[src/sfpb_ram.sv]
// Generic single-clock RAM: one write port, one read port, registered read data.
// No dependencies.
module sfpb_ram #(
    parameter int WIDTH = 8,
    parameter int DEPTH = 256
) (
    input  logic                     aclk,
    input  logic                     we,
    input  logic [$clog2(DEPTH)-1:0] waddr,
    input  logic [WIDTH-1:0]         wdata,
    input  logic [$clog2(DEPTH)-1:0] raddr,
    output logic [WIDTH-1:0]         rdata
);

    logic [WIDTH-1:0] mem [DEPTH];

    always_ff @(posedge aclk) begin
        if (we) begin
            mem[waddr] <= wdata;
        end
        rdata <= mem[raddr];
    end

endmodule

[config.mk]
export PLATFORM = sky130hd
export DESIGN_NAME = sfpb_ram
export DESIGN_NICKNAME = d
export VERILOG_FILES = /design/src/sfpb_ram.sv
export SDC_FILE = /design/constraint.sdc
export NUM_CORES = 2
export LEC_CHECK = 0
export BUFFER_PORTS_ARGS = -buffer_cell sky130_fd_sc_hd__buf_2
export CORE_ASPECT_RATIO = 1.25
export CORE_UTILIZATION = 35
export CTS_CLUSTER_DIAMETER = 100
export CTS_CLUSTER_SIZE = 28
export DETAILED_ROUTE_END_ITERATION = 16
export GPL_TIMING_DRIVEN = 0
export PLACE_DENSITY = 0.52
export SETUP_SLACK_MARGIN = 0.2
export SKIP_CTS_REPAIR_TIMING = 1
export SLEW_MARGIN = 20
export SYNTH_ARGS = -nofsm -noshare
export SYNTH_HDL_FRONTEND = slang
export SYNTH_SLANG_ARGS = --single-unit
[constraint.sdc]
create_clock -name aclk -period 4.2 [get_ports aclk]
set_input_delay 0.84 -clock aclk [delete_from_list [all_inputs] [get_ports aclk]]
set_output_delay 0.84 -clock aclk [all_outputs]
set_load 0.1 [all_outputs]
==> flow_results.org <==
** Outcome
- The run finished, with violations left.
- The checks that failed: setup timing.

** Route
- After detailed routing, the total wire length is 260000 um.
- DR WL/cell :: 37.8 um
- The detail route stage leaves a number of antenna-violating nets equal to 0.
- Via count :: 40.0k
- Avg Vias per Cell :: 5.81
- The pre-antenna-repair detailed-routing pass consisted of 6 iterations.
- In this run, the number of DRC markers left after iteration 0 of detailed routing was 5226.
- In the routed design, unresolved DRC markers number 0.

** Layout
- Summing all non-filler instances in the final layout gives an area of 87000 um^2.
- Relative to the synthesized area, the layout overhead comes to 9.40%.
- Nets :: 3918
- In the final layout, the share of cells above drive strength 1 is 0.209.
- The filler cells instantiated in the layout total 20.4k.

** Floorplanning
- 34 I/O pins were placed.
- The die covers 229000 um^2.
- The core region is 226000 um^2.
- Effective utilization at floorplan :: 0.352
- The die is 535 um tall.
- From left edge to right edge, the die measures 428 um.
- The initialized floorplan defines 195 standard-cell rows.

** Synth
- The synthesized netlist occupies a cell area of 79600 um^2.
- During synthesis, Yosys emitted a total of 0 warnings.
- Mapped Nets :: 3759
- Main combinational cell family by area after synthesis :: multiplexers
- The number of different library cells used by synthesis comes to 55.
- Per-instance average area after synthesis :: 21.3 um^2
- Simple-gate portion of the synthesized area :: 0.0263
- Adder and majority gate portion of the synthesized area :: 0
- Gate Count Post-Synth :: 3733
- The portion of synthesized area spent on multiplexers is 0.146.
- Number of flip-flops and latches in the synthesized netlist :: 2056
- FFs w/ async S/R, synth :: 0
- XOR/XNOR Fraction of Synth Area :: 0
- Count of flip-flops with a built-in enable after synthesis :: 2048
- Among all flip-flop cells after synthesis, the most frequent one is edfxtp_1.
- The complex-gate fraction of the synthesized area was 0.0342.
- Sequential area share after synthesis :: 0.775

** GRT
- Sum of overflow across all layers after global routing :: 0
- Via count of the first global-routing pass :: 39.8k
- The first global-routing pass estimated 348000 um of wire.
- In the global route stage, overall resource usage came out at 0.224.
- Largest net degree at the start of global routing :: 121
- The initial antenna violation count came to 24.

** Clock network
- The clock reaches the later pin of the worst-skew pair after 0.79 ns.
- TritonCTS built the clock tree.
- Clock tree synthesis found a total of 2056 sinks.
- CTS root buffer :: clkbuf_16
- Buffer depth of the longest clock path :: 3
- Counting the buffers created by CTS gives 83.
- Clock-pin slew was measured on the worst setup and hold paths at 0.11 ns.
- H-tree levels :: 3

** Timing
- Final worst clock skew :: 0.0383 ns
- For the final routed database, the setup TNS stands at -0.00349 ns.
- Final Worst Setup Slack :: -0.00349 ns
- Subtracting the final worst setup slack from the clock period gives 4.20 ns.
- Static timing analysis puts the maximum clock frequency at 0.238 GHz.
- At the pin with the least slew margin, the transition time is 1.24 ns.
- In this run the tightest slew margin relative to its limit is 0.171.
- Pins over their slew limit :: 0
- Setup violations remaining at the end of the flow were counted as 1.
- Setup repair after global routing left no endpoint under its margin.
- The number of hold violations in the final report was 0.
- Post-route clock period utilization :: 1.00

** Worst hold path
- The tightest min-delay check is of the in -> reg type.

** Placed design
- Cell Area, Placed :: 84600 um^2
- Port Buffer Count :: 26
- The wire-length estimate of the detail-placed layout is 179000 um.
- The congestion estimate from routability-driven global placement came to 1.05.

** Setup path
- Buf/Inv on CP :: 4
- By instance count, the cell type seen most on the critical path is buf_2.
- STA classifies the critical path startpoint as an input port.
- At the worst endpoint, the required time is 4.77 ns.
- For the worst setup path, the data arrival time is 4.78 ns.
- The largest single stage delay on the critical path is 0.93 ns.
- CP Max Fanout :: 10
- The signal on the critical path passes through buf_2, buf_4, buf_2, buf_1, mux4_2, a22oi_1, a21oi_1, nor4_1, nor4_4.
- By startpoint and endpoint, the worst setup path is classified as in -> reg.
- Cell with the biggest individual delay on the critical path :: buf_1
- Crit-path leading delay family :: buffers and inverters
- STA classifies the critical path endpoint as a flop.

** Power and ir drop
- Power spread over the standard cell area amounts to 405 nW/um^2.
- Max VDD drop :: 0.000356 V
- Summed over all cells, the static leakage comes to 0.0259 uW.

** Job
- The tool flagged a number of max-cap violations equal to 0.
cell usage after synthesis (all sizes together), types with 14 or more instances:
master,number,area [um^2]
a221oi,14,129
edfxtp,2048,61500
nor2b,31,194
buf,122,1030
nor4,27,188
nand2,33,124
mux2i,134,1340
mux4,456,10300
a22oi,133,998
nand3,34,170
nor3,22,110
a21oi,96,480
o22ai,28,175
clkbuf,111,417
a211oi,16,120
nor2,282,1060
o221ai,47,418
worst reg2reg max path, stage by stage, from the launching register on:
cell	delay, ns
edfxtp_1	0.38
mux4_2	0.49
a22o_1	0.29
a221oi_1	0.73
o32ai_2	0.43
nor3_1	0.48
nor4_2	0.09
buf_2	0.21
power by group:
| group | total [uW] | switching, uW | leakage (uW) | internal, uW |
|---|---|---|---|---|
| registers | 22600 | 12.7 | 0.0185 | 22600 |
| logic | 2720 | 1920 | 0.00635 | 796 |
| clock network | 9970 | 6280 | 0.00108 | 3690 |
| total | 35300 | 8220 | 0.0259 | 27100 |
flip-flops by register name (all words and copies together) (netlist names):
register	cells
mem	2048
rdata	8
stage by stage:
step                power (uW)  instances  utilization  setup slack, ns  hold slack (ns)
floorplan                24300       3733            -             1.42            0.770
global placement         25700       6714        0.369            -2.59             1.40
detailed placement       25700       6762        0.375            -1.31             1.15
CTS                      35300       6861        0.384           -0.524            0.413
global route             36000       6865        0.385            0.143            0.437
finish                   35300       6876        0.385         -0.00349            0.464
path summary, 6_finish.rpt:
kind                                  start     endpoint  slack, ns  cells after the start
worst min register to register   mem[32][5]     rdata[5]       1.26                      7
worst max-delay path               raddr[1]     rdata[6]     -0.003                      9
worst max register to register  mem[211][3]     rdata[3]       0.95                      7
worst min-delay path               wdata[3]  mem[146][3]       0.46                      1
area by class of cell:
| cell class | count | area, um^2 | area share |
|---|---|---|---|
| diodes | 15 | 37.5 | 0.000431 |
| plain buffers | 233 | 1540 | 0.0177 |
| clock buffers | 91 | 2130 | 0.0245 |
| clock inverters | 8 | 83.8 | 0.000963 |
| inverters | 2 | 7.51 | 0.0000863 |
| multi-input cells | 1442 | 16600 | 0.191 |
| flip-flops and latches | 2056 | 61700 | 0.708 |
| well taps | 2955 | 3700 | 0.0425 |
| repair buffers | 74 | 1250 | 0.0144 |
cell usage in the layout (no fill, tap or decap), drive strengths merged, types with 15 or more instances in the layout:
cell type  instances
a211oi            16
a21oi             96
a22oi            133
buf              194
clkbuf           201
diode             15
edfxtp          2048
mux2i            134
mux4             456
nand2             33
nand3             34
nor2             282
nor2b             31
nor3              22
nor4              27
o221ai            47
o22ai             28
cells by family after synthesis:
kind of cell / after synthesis
flops: 2056
mux: 591
simple gates: 466
compound gates: 385
buf+inv: 235
layer usage:
metal / track usage / share of wire
met1: 0.279 / 0.38
met2: 0.374 / 0.49
met3: 0.0349 / 0.069
met4: 0.126 / 0.061
met5: 0 / 0
Power figures use the tool's default switching activity.
