--- src/sfpb_pkg.sv ---
// Shared constants, types and the quarter-wave sine table for the sliding FFT peak tracker.
// Depends on nothing; the butterfly, top and testbench files refer to it by scoped names.
package sfpb_pkg;

    // Window and number formats
    localparam int POINTS      = 256;
    localparam int LOG2_POINTS = $clog2(POINTS);
    localparam int HALF        = POINTS / 2;
    localparam int HOP         = POINTS / 4;
    localparam int HOP_W       = $clog2(HOP);
    localparam int SAMPLE_BITS = 10;
    localparam int TW_BITS     = 16;
    localparam int WORK_BITS   = 24;
    localparam int BIN_W       = LOG2_POINTS - 1;
    localparam int STAGE_W     = $clog2(LOG2_POINTS);
    localparam int ROM_IDX_W   = $clog2(HOP + 1);
    localparam int SQ_W        = 2 * WORK_BITS - 1;
    localparam int MAG_W       = SQ_W + 1;
    localparam int S_TDATA_W   = ((SAMPLE_BITS + 7) / 8) * 8;
    localparam int M_TDATA_W   = ((BIN_W + 7) / 8) * 8;

    // Complex work value as stored in the work memory
    typedef struct packed {
        logic signed [WORK_BITS-1:0] im;
        logic signed [WORK_BITS-1:0] re;
    } cplx_t;

    localparam int CPLX_W = $bits(cplx_t);

    // Butterfly unit strobes
    typedef struct packed {
        logic mul1;   // latch B operand, first product pair
        logic mul2;   // second product pair, round real part
    } bf_ctl_t;

    typedef enum logic [3:0] {
        ST_IDLE,
        ST_LOAD,
        ST_BF_RDA,
        ST_BF_RDB,
        ST_BF_MUL1,
        ST_BF_MUL2,
        ST_BF_WRA,
        ST_BF_WRB,
        ST_PEAK,
        ST_OUT
    } state_t;

    typedef logic signed [TW_BITS-1:0] sine_rom_t [HOP+1];

    // Q30 Taylor series sine, evaluated at elaboration only
    function automatic logic signed [63:0] sin_q30(input logic [63:0] x);
        logic [63:0]        x2;
        logic [63:0]        term;
        logic signed [63:0] sum;
        x2   = (x * x) >> 30;
        term = x;
        sum  = signed'(x);
        for (int k = 1; k <= 10; k++) begin
            term = (term * x2) >> 30;
            term = term / 64'((2 * k) * (2 * k + 1));
            if (k % 2 == 1) begin
                sum = sum - signed'(term);
            end else begin
                sum = sum + signed'(term);
            end
        end
        if (sum < 0) begin
            sum = 0;
        end
        if (sum > 64'sd1073741824) begin
            sum = 64'sd1073741824;
        end
        return sum;
    endfunction

    function automatic sine_rom_t build_sine();
        sine_rom_t          rom;
        logic [63:0]        x;
        logic signed [63:0] s;
        logic signed [63:0] v;
        logic signed [63:0] full;
        full = (64'sd1 <<< (TW_BITS - 1)) - 64'sd1;
        for (int i = 0; i <= HOP; i++) begin
            x = (64'd3373259426 * 64'(i)) / 64'(HALF);
            s = sin_q30(x);
            v = (s * (64'sd1 <<< (TW_BITS - 1)) + (64'sd1 <<< 29)) >>> 30;
            if (v > full) begin
                v = full;
            end
            rom[i] = TW_BITS'(v);
        end
        return rom;
    endfunction

    localparam sine_rom_t SINE_ROM = build_sine();

endpackage

--- src/sfpb_bfly.sv ---
// Radix-2 butterfly datapath: complex twiddle multiply under the mul1 and mul2 strobes, rounding, saturation.
// Depends on sfpb_pkg.
module sfpb_bfly (
    input  logic                                 aclk,
    input  sfpb_pkg::bf_ctl_t                    ctl,
    input  sfpb_pkg::cplx_t                      x,
    input  sfpb_pkg::cplx_t                      b_in,
    input  logic signed [sfpb_pkg::TW_BITS-1:0]  wr,
    input  logic signed [sfpb_pkg::TW_BITS-1:0]  wi,
    output sfpb_pkg::cplx_t                      sum_o,
    output sfpb_pkg::cplx_t                      dif_o
);

    localparam int PROD_W = sfpb_pkg::WORK_BITS + sfpb_pkg::TW_BITS;
    localparam int SHIFT  = sfpb_pkg::TW_BITS - 1;
    localparam int RND_W  = PROD_W + 2 - SHIFT;
    localparam int WB     = sfpb_pkg::WORK_BITS;

    sfpb_pkg::cplx_t          b_reg;
    logic signed [PROD_W-1:0] p1_reg, p2_reg, p3_reg, p4_reg;
    logic signed [RND_W-1:0]  tr_reg;
    logic signed [RND_W-1:0]  ti;

    // add half an LSB, then floor shift
    function automatic logic signed [RND_W-1:0] rnd(input logic signed [PROD_W:0] v);
        logic signed [PROD_W+1:0] w;
        w = (PROD_W+2)'(v) + (PROD_W+2)'(1 <<< (SHIFT - 1));
        w = w >>> SHIFT;
        return RND_W'(w);
    endfunction

    function automatic logic signed [WB-1:0] sat(input logic signed [RND_W:0] v);
        logic [RND_W-WB+1:0] top;
        top = v[RND_W:WB-1];
        if (top == '0 || top == '1) begin
            return v[WB-1:0];
        end else if (v[RND_W]) begin
            return {1'b1, {(WB-1){1'b0}}};
        end else begin
            return {1'b0, {(WB-1){1'b1}}};
        end
    endfunction

    // product stages
    always_ff @(posedge aclk) begin
        if (ctl.mul1) begin
            b_reg  <= b_in;
            p1_reg <= PROD_W'(b_in.re) * PROD_W'(wr);
            p2_reg <= PROD_W'(b_in.im) * PROD_W'(wi);
        end
        if (ctl.mul2) begin
            p3_reg <= PROD_W'(b_reg.re) * PROD_W'(wi);
            p4_reg <= PROD_W'(b_reg.im) * PROD_W'(wr);
            tr_reg <= rnd((PROD_W+1)'(p1_reg) - (PROD_W+1)'(p2_reg));
        end
    end

    // sum and difference with saturation
    always_comb begin
        ti       = rnd((PROD_W+1)'(p3_reg) + (PROD_W+1)'(p4_reg));
        sum_o.re = sat((RND_W+1)'(x.re) + (RND_W+1)'(tr_reg));
        sum_o.im = sat((RND_W+1)'(x.im) + (RND_W+1)'(ti));
        dif_o.re = sat((RND_W+1)'(x.re) - (RND_W+1)'(tr_reg));
        dif_o.im = sat((RND_W+1)'(x.im) - (RND_W+1)'(ti));
    end

endmodule

--- config.mk ---
export PLATFORM = sky130hd
export DESIGN_NAME = sfpb_bfly
export DESIGN_NICKNAME = d
export VERILOG_FILES = /design/src/sfpb_pkg.sv /design/src/sfpb_bfly.sv
export SDC_FILE = /design/constraint.sdc
export NUM_CORES = 2
export LEC_CHECK = 0
export ABC_CLOCK_PERIOD_IN_PS = 9700
export BUFFER_PORTS_ARGS = -buffer_cell sky130_fd_sc_hd__buf_2
export CAP_MARGIN = 20
export CORE_MARGIN = 2
export CORE_UTILIZATION = 46
export CTS_BUF_LIST = sky130_fd_sc_hd__clkbuf_4 sky130_fd_sc_hd__clkbuf_8 sky130_fd_sc_hd__clkbuf_16
export CTS_CLUSTER_DIAMETER = 40
export CTS_CLUSTER_SIZE = 25
export DETAILED_ROUTE_END_ITERATION = 10
export MAX_ROUTING_LAYER = met4
export SYNTH_ARGS = -nofsm -noshare
export SYNTH_HDL_FRONTEND = slang
export SYNTH_SLANG_ARGS = --single-unit
--- constraint.sdc ---
create_clock -name aclk -period 9.7 [get_ports aclk]
set_input_delay 1.94 -clock aclk [delete_from_list [all_inputs] [get_ports aclk]]
set_output_delay 1.94 -clock aclk [all_outputs]
set_load 0.01 [all_outputs]
==> flow_metrics.env <==
export IMPL_setup_viol=0
export IMPL_place_ws_ps=494
export IMPL_io_pins=227
export IMPL_outcome="completed"
export IMPL_skew_ps=36.3
export IMPL_drv_slew=0
export IMPL_drc=0
export IMPL_worstSetupEndpointType="primary output"
export IMPL_cts_buffers=36
export IMPL_die_area_mm2=0.159
export IMPL_cts_path_max_buffers=3
export IMPL_routedWlPerCell_um=19.6
export IMPL_hold_class="reg -> reg"
export IMPL_dpl_hpwl_mm=160
export IMPL_rsz0062_at_grt="false"
export IMPL_synth_largest_area_cell="fa_1"
export IMPL_finalWeightedCongestion=0.921
export IMPL_first_pass_iters=5
export IMPL_worst_slack_ps=720
export IMPL_die_x_um=398
export IMPL_wl_mm=194
export IMPL_fin_crit_ps=8980
export IMPL_hold_buffers=0
export IMPL_syn_avg_cell_area_um2=9.17
export IMPL_cts_htree_levels=2
export IMPL_synth_ff_type="edfxtp_1"
export IMPL_yosysUniqueCellTypes=84
export IMPL_grt_pass1_wl_mm=313
export IMPL_cts_root_buf="clkbuf_16"
export IMPL_cap_violations=0
export IMPL_fmax_mhz=111
export IMPL_fin_tns_setup_ps=0
export IMPL_ant_nets=0
export IMPL_tritoncts="done"
export IMPL_seqCellArea_mm2=0.00706
export IMPL_fin_crit_sh_pct=92.6
export IMPL_startpoint_type="register"
export IMPL_port_buffers=226
export IMPL_syn_nets=10100
export IMPL_start_util_pct=46.4
export IMPL_via_count=51400
export IMPL_multi_input_area_mm2=0.0561
export IMPL_hold_viol=0
export IMPL_clkTransAtPathRegs_ps=60
export IMPL_grt_pass1_vias=56200
export IMPL_grt_usage_pct=26.1
export IMPL_num_fill_cells=14600
export IMPL_tightest_slew_ps=1170
export IMPL_ys_top_cells_by_area="fa_1, ha_1, inv_1, edfxtp_1, and2_1"
export IMPL_crit_path_max_fanout=19
export IMPL_holdWs_ps=848
export IMPL_synth_async_sr_flop_share_pct=0
export IMPL_final_util_pct=49.2
export IMPL_ys_warn_count=0
export IMPL_clkSinkCount=235
export IMPL_insertion_delay_ps=560
export IMPL_worst_ep_arrival_time_ps=7040
export IMPL_layout_drive_gt1_share_pct=5.08
export IMPL_drt_iter0_markers=3068
export IMPL_largest_reg_flops=48
export IMPL_chipHeight_um=398
export IMPL_synth_area_mm2=0.0715
export IMPL_synth_edff_count=235
export IMPL_antenna_found_initial=14
export IMPL_synthCells=7800
export IMPL_ys_seq_area_share_pct=9.87
export IMPL_area_growth_pct=6.06
export IMPL_required_ps=7760
export IMPL_ys_ff_latch=235
export IMPL_finalNetCount=10100
export IMPL_core_mm2=0.154
export IMPL_synth_top_area_share_pct=42.0
export IMPL_rows=144
export IMPL_worst_setup_path_type="reg -> out"
export IMPL_grt_remaining_overflow=0
export IMPL_via_per_inst=5.19
export IMPL_slew_headroom_pct=21.7
export IMPL_grt_max_degree=78
## critical path, stage by stage (launching register included)
cell and delay, ps:
edfxtp_1 360, ha_1 310, ha_1 320, o2111ai_1 110
a21oi_1 150, o221ai_1 270, a2111oi_0 700, nor2_1 160
o31ai_1 440, a31oi_1 180, o211ai_1 260, a21o_1 180
a21oi_1 110, xnor2_1 140, ha_1 390, inv_1 240
nor3_1 120, a31oi_1 180, o21ai_0 100, a31oi_1 240
o21ai_1 150, a2111oi_0 450, a21oi_1 130, o21ai_1 230
buf_4 270, o21ai_0 130, buf_2 160
## cells by family after synthesis
kind of cell	count (synthesis)	share of synthesized area (%)
xor gates and xnor gates	316	3.87
AOI/OAI and AO/OA	820	7.27
DFF	235	9.87
adders and majority gates	2156	53.5
muxes	1	0.0140
and+or+nand+nor	2060	13.8
buffers and inverters	2212	11.7
## final timing paths
check	start	to	slack, ps	depth (start not counted)
setup reg to reg	b_reg[36]	p4_reg[39]	2070	25
hold reg to reg	b_reg[24]	p4_reg[0]	850	2
setup / recovery	p3_reg[6]	sum_o[31]	720	26
hold / removal	b_reg[24]	p4_reg[0]	850	2
## synth_stat cells, types with 11 or more instances
cell type and n:
o21ai_1 11, nand4_1 25, nand2b_1 67, edfxtp_1 235, o211ai_1 12, o21a_1 29
ha_1 656, o31ai_1 15, or3_1 13, a21oi_1 272, nand2_1 923, nor2b_1 29
o21bai_1 53, xor2_1 77, clkbuf_1 296, nor3_1 50, a21o_1 82, and2_1 621
nor4_1 13, xnor2_1 239, o21ai_0 180, inv_1 1897, a211oi_1 25, nor2_1 249
nand3_1 37, a31oi_1 22, fa_1 1500
## placed cells by master (no fill, tap or decap), drive strengths merged, types with 37 or more instances in the layout
cell type	instances
a21o	82
a21oi	278
and2	621
buf	292
clkbuf	38
edfxtp	235
fa	1500
ha	656
inv	1910
nand2	923
nand2b	67
nand3	37
nor2	250
nor3	51
o21ai	196
o21bai	53
xnor2	239
xor2	77
## stage by stage
stage,cells,area (um2)
floorplan,7800,71500
global placement,9822,74500
detailed placement,9822,74500
CTS,9887,75700
global route,9899,75800
finish,9906,75800
## area by class of cell
class	instances	share of cell area, %
antenna	15	0.0495
clock buffer	38	1.23
clock inverter	27	0.414
inverter	1902	9.42
multi-input combinational	5353	74.0
sequential	235	9.31
tap	2044	3.37
timing repair buffer	292	2.23
## repair_timing
item / 4_1_cts / 5_1_grt
endpoints found under the setup margin: 0 / 19
setup buffers: 0 / 0
gates resized for setup: 0 / 1
## per-layer routing
metal | wire, um | global-route usage (%) | share of wire (%)
met1 | 80400 | 32.8 | 42
met2 | 94000 | 43.6 | 49
met3 | 11900 | 3.45 | 6.1
met4 | 7430 | 8.75 | 3.8
met5 | 0 | - | 0
Power is left out: the tool's default activity adds up to more than one toggle a clock period on the data nets, which glitch-free logic cannot reach.
